[src/design/twlru_pkg.sv]
`default_nettype none

package twlru_pkg;

  // Geometry of the cache and of the reference address.
  localparam int SET_COUNT    = 64;
  localparam int OFFSET_BITS  = 5;
  localparam int ADDRESS_BITS = 32;

  localparam int SET_BITS   = $clog2(SET_COUNT);
  localparam int BLOCK_BITS = ADDRESS_BITS - OFFSET_BITS;
  localparam int TAG_BITS   = BLOCK_BITS - SET_BITS;

  // Width of the saturating hit counter.
  localparam int HIT_BITS = 32;
  localparam logic [HIT_BITS-1:0] HIT_MAX = {HIT_BITS{1'b1}};

  // Way codes.
  localparam logic WAY0 = 1'b0;
  localparam logic WAY1 = 1'b1;

  // A line fill into the tag store.
  typedef struct packed {
    logic                en;
    logic [SET_BITS-1:0] idx;
    logic                way;
    logic [TAG_BITS-1:0] tag;
  } fill_t;

endpackage

`default_nettype wire

[src/design/twlru_tag_store.sv]
`default_nettype none

module twlru_tag_store (
  input  wire                             clk,
  input  wire  [twlru_pkg::SET_BITS-1:0]  rd_idx,
  input  wire  twlru_pkg::fill_t          fill,
  output logic [twlru_pkg::TAG_BITS-1:0]  tag0,
  output logic [twlru_pkg::TAG_BITS-1:0]  tag1
);
  import twlru_pkg::*;

  logic [TAG_BITS-1:0] mem0 [SET_COUNT];
  logic [TAG_BITS-1:0] mem1 [SET_COUNT];

  logic [TAG_BITS-1:0] rd0;
  logic [TAG_BITS-1:0] rd1;
  logic                byp0;
  logic                byp1;
  logic [TAG_BITS-1:0] byp_tag;

  always_ff @(posedge clk) begin
    if (fill.en && fill.way == WAY0) begin
      mem0[fill.idx] <= fill.tag;
    end
    rd0 <= mem0[rd_idx];
  end

  always_ff @(posedge clk) begin
    if (fill.en && fill.way == WAY1) begin
      mem1[fill.idx] <= fill.tag;
    end
    rd1 <= mem1[rd_idx];
  end

  // A fill landing on the set being read in the same cycle is not seen
  // by the read port, so the written tag is forwarded.
  always_ff @(posedge clk) begin
    byp0    <= fill.en && (fill.way == WAY0) && (fill.idx == rd_idx);
    byp1    <= fill.en && (fill.way == WAY1) && (fill.idx == rd_idx);
    byp_tag <= fill.tag;
  end

  assign tag0 = byp0 ? byp_tag : rd0;
  assign tag1 = byp1 ? byp_tag : rd1;

endmodule

`default_nettype wire

[src/design/two_way_lru_cache_lookup_core.sv]
`default_nettype none

// Two-way set-associative cache lookup with LRU replacement. A request
// carries one byte address and is taken at every rising edge where start
// is high; busy is always low, so one request can be issued in every
// cycle. The result of each request is loaded into the result register
// at the first rising edge after the request was taken. It then stays on
// the result ports for exactly one cycle, marked by done, and is captured
// while done is high. The receiver has no way to
// hold it off and must capture it then.
// The lookup is pipelined around the tag RAM, whose read data is
// registered: the edge that takes the request also reads the tags of the
// selected set, and the cycle after it compares them, updates the valid,
// LRU and counter state and loads the result register. Results come out
// in request order. Each
// result gives the address split into byte offset, block number, set
// index and tag, the way that hit or was filled, a miss flag, a
// replacement flag with the evicted tag (zero when nothing was evicted)
// and the running hit count including this request, which saturates at
// its maximum. After reset all lines are invalid and the hit count is
// zero; no clearing pass is needed.
module two_way_lru_cache_lookup_core (
  input  wire                                clk,
  input  wire                                rst,
  input  wire                                start,
  output logic                               busy,
  input  wire  [twlru_pkg::ADDRESS_BITS-1:0] address,
  output logic                               done,
  output logic [twlru_pkg::OFFSET_BITS-1:0]  byte_offset,
  output logic [twlru_pkg::BLOCK_BITS-1:0]   block_number,
  output logic [twlru_pkg::SET_BITS-1:0]     set_index,
  output logic                               way,
  output logic [twlru_pkg::TAG_BITS-1:0]     tag,
  output logic                               miss,
  output logic                               replaced,
  output logic [twlru_pkg::TAG_BITS-1:0]     evicted_tag,
  output logic [twlru_pkg::HIT_BITS-1:0]     hit_count
);
  import twlru_pkg::*;

  // The lookup never stalls.
  assign busy = 1'b0;

  // Lookup stage: the request being compared against the tags.
  logic                    s1_valid;
  logic [ADDRESS_BITS-1:0] s1_addr;

  // Per-set state kept in flip-flops so that reset clears it at once.
  logic [SET_COUNT-1:0] valid0;
  logic [SET_COUNT-1:0] valid1;
  logic [SET_COUNT-1:0] victim_is_way1;
  logic [HIT_BITS-1:0]  hits_seen;
  logic [HIT_BITS-1:0]  hits_seen_next;

  logic [OFFSET_BITS-1:0] s1_offset;
  logic [BLOCK_BITS-1:0]  s1_block;
  logic [SET_BITS-1:0]    s1_set;
  logic [TAG_BITS-1:0]    s1_tag;
  logic [TAG_BITS-1:0]    tag0;
  logic [TAG_BITS-1:0]    tag1;
  logic                   v0;
  logic                   v1;
  logic                   hit0;
  logic                   hit1;
  logic                   s1_miss;
  logic                   s1_full;
  logic                   s1_way;
  logic                   s1_replaced;
  logic [TAG_BITS-1:0]    s1_evicted;
  fill_t                  fill;

  // The tag RAM is read with the set of the incoming address so that the
  // tags are ready when the request reaches the lookup stage.
  twlru_tag_store u_tags (
    .clk    (clk),
    .rd_idx (address[OFFSET_BITS +: SET_BITS]),
    .fill   (fill),
    .tag0   (tag0),
    .tag1   (tag1)
  );

  always_ff @(posedge clk) begin
    if (rst) begin
      s1_valid <= 1'b0;
    end else begin
      s1_valid <= start;
    end
    s1_addr <= address;
  end

  assign s1_offset = s1_addr[OFFSET_BITS-1:0];
  assign s1_block  = s1_addr[ADDRESS_BITS-1:OFFSET_BITS];
  assign s1_set    = s1_block[SET_BITS-1:0];
  assign s1_tag    = s1_block[BLOCK_BITS-1:SET_BITS];

  assign v0 = valid0[s1_set];
  assign v1 = valid1[s1_set];

  // Only valid ways can hit, and way 0 wins if both were to match.
  assign hit0    = v0 && (tag0 == s1_tag);
  assign hit1    = v1 && (tag1 == s1_tag) && !hit0;
  assign s1_miss = !hit0 && !hit1;
  assign s1_full = v0 && v1;

  // On a miss into a full set the LRU way is replaced; otherwise the
  // invalid way is filled, way 0 first when both are empty.
  always_comb begin
    if (hit0) begin
      s1_way = WAY0;
    end else if (hit1) begin
      s1_way = WAY1;
    end else if (s1_full) begin
      s1_way = victim_is_way1[s1_set];
    end else begin
      s1_way = v0;
    end
  end

  assign s1_replaced = s1_miss && s1_full;
  assign s1_evicted  = !s1_replaced ? '0 : (s1_way == WAY1) ? tag1 : tag0;

  assign fill.en  = s1_valid && s1_miss;
  assign fill.idx = s1_set;
  assign fill.way = s1_way;
  assign fill.tag = s1_tag;

  always_comb begin
    hits_seen_next = hits_seen;
    if (s1_valid && !s1_miss && hits_seen != HIT_MAX) begin
      hits_seen_next = hits_seen + 1'b1;
    end
  end

  // State update. Whichever way was just used, the other one becomes the
  // least recently used.
  always_ff @(posedge clk) begin
    if (rst) begin
      valid0         <= '0;
      valid1         <= '0;
      victim_is_way1 <= '0;
      hits_seen      <= '0;
    end else begin
      hits_seen <= hits_seen_next;
      if (s1_valid) begin
        victim_is_way1[s1_set] <= ~s1_way;
        if (s1_miss) begin
          if (s1_way == WAY1) begin
            valid1[s1_set] <= 1'b1;
          end else begin
            valid0[s1_set] <= 1'b1;
          end
        end
      end
    end
  end

  // Result register.
  always_ff @(posedge clk) begin
    if (rst) begin
      done <= 1'b0;
    end else begin
      done <= s1_valid;
    end
    byte_offset  <= s1_offset;
    block_number <= s1_block;
    set_index    <= s1_set;
    way          <= s1_way;
    tag          <= s1_tag;
    miss         <= s1_miss;
    replaced     <= s1_replaced;
    evicted_tag  <= s1_evicted;
    hit_count    <= hits_seen_next;
  end

endmodule

`default_nettype wire

[config.mk]
export PLATFORM = sky130hd
export DESIGN_NAME = two_way_lru_cache_lookup_core
export DESIGN_NICKNAME = d
export VERILOG_FILES = /design/src/design/twlru_pkg.sv /design/src/design/twlru_tag_store.sv /design/src/design/two_way_lru_cache_lookup_core.sv
export SDC_FILE = /design/constraint.sdc
export NUM_CORES = 2
export LEC_CHECK = 0
export BUFFER_PORTS_ARGS = -buffer_cell sky130_fd_sc_hd__clkbuf_2
export CORE_UTILIZATION = 35
export DETAILED_ROUTE_END_ITERATION = 12
export SETUP_SLACK_MARGIN = 0.2
export SYNTH_ARGS = -nofsm -noshare
export SYNTH_HDL_FRONTEND = slang
export SYNTH_SLANG_ARGS = --single-unit
export TNS_END_PERCENT = 20
[constraint.sdc]
create_clock -name clk -period 6.4 [get_ports clk]
set_input_delay 0.32 -clock clk [delete_from_list [all_inputs] [get_ports clk]]
set_output_delay 0.32 -clock clk [all_outputs]
set_load 0.03 [all_outputs]
==> run_results.csv <==
group,metric,value,unit
clocking,cts.reportedPaths.clkPinSlew,0.06,ns
worst_hold_path,hp-start,"rst",
detailed_routing,drcViolationCount,0,
synth,synth_cells,5475,
detailed_routing,vias_per_cell,5.57,
detailed_routing,post_drt_wl_per_cell,30.2,microns
sta,tightest_slew,1.21,ns
clocking,cts_buffers,331,
sta,rsz0062_at_grt,"false",
critical_path,path_class,"register to register",
sta,setup_tns,0,ns
cells_and_area,drive_gt1_frac,0.324,
sta,finalSetupViolCount,0,
floorplanning,initial_utilization,0.352,
synth,synth_edf_count,2688,
synth,yosysSeqAreaShare,0.755,
power_and_ir_drop,vdd_drop_max,215,uV
clocking,clkSinkCount,3078,
power_and_ir_drop,p_leak,42.7,nW
place,place_hpwl,187000,microns
clocking,clk_path_buf_depth,4,
sta,max_freq,179,MHz
sta,worst_clock_skew,0.123,ns
critical_path,required,6.97,ns
cells_and_area,mostFrequentLayoutCells,"edfxtp_1, mux4_2, dfxtp_1",
clocking,cts_resized,0,
job,max_cap_viol_count,0,
detailed_routing,vias,58800,
cells_and_area,layout.nets,5923,
global_route,grt_max_degree,103,
detailed_routing,routed_wirelength,319000,microns
critical_path,startpoint_type,"register",
sta,finalHoldViolations,0,
power_and_ir_drop,power,43.0,mW
floorplanning,io_pins,152,
cells_and_area,finalInstanceArea,136000,sq um
synth,ys_ff_latch,3078,
critical_path,reg2reg_to,"u_tags.mem0[26][13]$_DFFE_PP_",
critical_path,reg2regPathDepth,11,
critical_path,path_max_fanout,23,
clocking,postCtsSetupBuffers,0,
floorplanning,die_h,581,microns
clocking,cts_tree,"yes",
floorplanning,die-area,338000,sq um
global_route,track_usage,0.185,
critical_path,r2r_slack,0.82,ns
cells_and_area,final_util,0.407,
synth,syn_avg_cell_area,21.4,sq um
place,io_buffers,150,
sta,period_needed,5.58,ns
synth,async_reset_ff_frac,0,
synth,syn-num-nets,5511,
power_and_ir_drop,powerDensity,317,nW/um^2
cells_and_area,layout_commonest_cell,"edfxtp_1",
worst_hold_path,worstHoldEndpoint,"done$_SDFF_PP0_",
critical_path,crit_path_end_kind,"register",
place,gp_congestion,0.890,
detailed_routing,ant_nets,0,
synth,synth_top_cell_by_area,"edfxtp_1",
worst_hold_path,whs_path_depth,2,
sta,slew_viol_final,0,
detailed_routing,first_iter_violations,7043,
place,dpl_cell_area,125000,sq um
clocking,ctsHtreeMaxLevel,5,
sta,slew_headroom,0.194,
sta,setup_slack,0.825,ns
synth,synth_ff_type,"edfxtp_1",
synth,synth_area,117000,sq um
clocking,insertion_delay,0.96,ns
global_route,gr-total-overflow,0,
cells_and_area,fillers,28800,
synth,yosysWarnings,0,
synth,synth.area.top_cells,"edfxtp_1, mux4_2, dfxtp_1",
cells_and_area,syn_to_final_growth,15.8,%
place,dp.cells,9898,
sta,fin_crit_sh,0.871,
critical_path,critical_path_arrival,6.14,ns
floorplanning,coreArea,333000,sq um
detailed_routing,first_pass_iters,5,
place,dpl_worst_slack,1.01,ns
synth,yosys.area.top_type_share,0.688,
status,status,"finished clean",
floorplanning,rows,212,
global_route,grt_antenna_before_repair,28,
worst_hold_path,min_path_type,"input pin to register",
critical_path,timing.rr.start,"s1_addr[6]$_DFF_P_",
clocking,root_buffer,"clkbuf_16",
global_route,grt_pass1_wl,451000,microns
floorplanning,chipWidth,581,microns
sta,fin_hold_ws,0.0281,ns
synth,post_synth_num_cell_types,63,
global_route,grt_pass1_vias,59200,
cells_and_area,fin_cells,10600,
cell usage after synthesis (all sizes together) (38+ instances only):
cell type,n
edfxtp,2688
mux4,885
dfxtp,390
clkbuf,221
nor2,182
buf,157
o21ai,92
nand3,90
a21oi,89
nand2,83
mux2i,77
o21a,49
and3,46
o2bb2ai,45
mux2,42
a221oi,38
routing by layer:
layer | vias to the layer above | track usage | share of wire
li1 | 23700 | - | -
met1 | 31900 | 0.256 | 0.41
met2 | 2690 | 0.298 | 0.48
met3 | 490 | 0.0335 | 0.078
met4 | 4 | 0.0582 | 0.034
met5 | - | 0 | 0.000078
flip-flops by register name (all words and copies together) (netlist names), 2 cells and up:
name and cells:
u_tags.rd1 21, s1_addr 32, block_number 2, u_tags.byp_tag 20, hits_seen 32, u_tags.mem0 1344
victim_is_way1 64, byte_offset 5, u_tags.rd0 21, u_tags.mem1 1344, valid0 64, hit_count 32
set_index 5, evicted_tag 21, valid1 64
repair_timing:
action | in CTS | in global routing
endpoints found under the hold margin | 30 | 0
hold buffers | 43 | 0
endpoints found under the setup margin | 0 | 0
area by class of cell:
type | count | area (sq um) | area share
clock inverter | 171 | 1720 | 0.0127
timing repair buffer | 457 | 3460 | 0.0255
tap | 4387 | 5490 | 0.0404
sequential | 3078 | 88600 | 0.652
antenna | 13 | 32.5 | 0.000239
inverter | 14 | 55.1 | 0.000405
multi-input combinational | 2005 | 27500 | 0.203
clock buffer | 425 | 8970 | 0.0660
worst max-delay path, stage by stage, from the launching register on:
cell	delay [ns]
dfxtp_2	0.71
buf_4	0.35
mux2_2	0.36
a221oi_1	0.28
o22ai_1	0.16
a2111oi_2	0.88
a41oi_4	0.18
buf_4	0.29
nor2_1	0.60
nand2_1	0.68
nor2_2	0.26
buf_4	0.40
cell families after synthesis:
logic type,count (synthesis),synth area share
xor+xnor,71,0.00530
flops,3078,0.755
buf+inv,392,0.0141
fa+ha+maj,1,0.000107
mux,1004,0.180
simple gates,525,0.0221
compound gates,403,0.0233
other cells,1,0.0000320
worst max-delay path by stage:
stage | cells past startpoint | slack (ns) | start | end
2_1_floorplan | 7 | 0.83 | s1_addr[11]$_DFF_P_ | u_tags.mem0[40][0]$_DFFE_PP_
3_3_place_gp | 11 | 1.07 | s1_addr[6]$_DFF_P_ | u_tags.mem0[26][6]$_DFFE_PP_
3_5_place_dp | 11 | 1.01 | s1_addr[6]$_DFF_P_ | u_tags.mem0[24][6]$_DFFE_PP_
4_1_cts | 11 | 0.95 | s1_addr[6]$_DFF_P_ | u_tags.mem0[26][13]$_DFFE_PP_
5_1_grt | 11 | 0.75 | s1_addr[6]$_DFF_P_ | u_tags.mem0[26][14]$_DFFE_PP_
6_report | 11 | 0.82 | s1_addr[6]$_DFF_P_ | u_tags.mem0[26][13]$_DFFE_PP_
power by group:
part | switching (mW) | internal [mW]
Clock | 8.01 | 10.8
Sequential | 0.205 | 21.9
Combinational | 1.31 | 0.809
Total | 9.53 | 33.5
(Power assumes the default switching activity.)
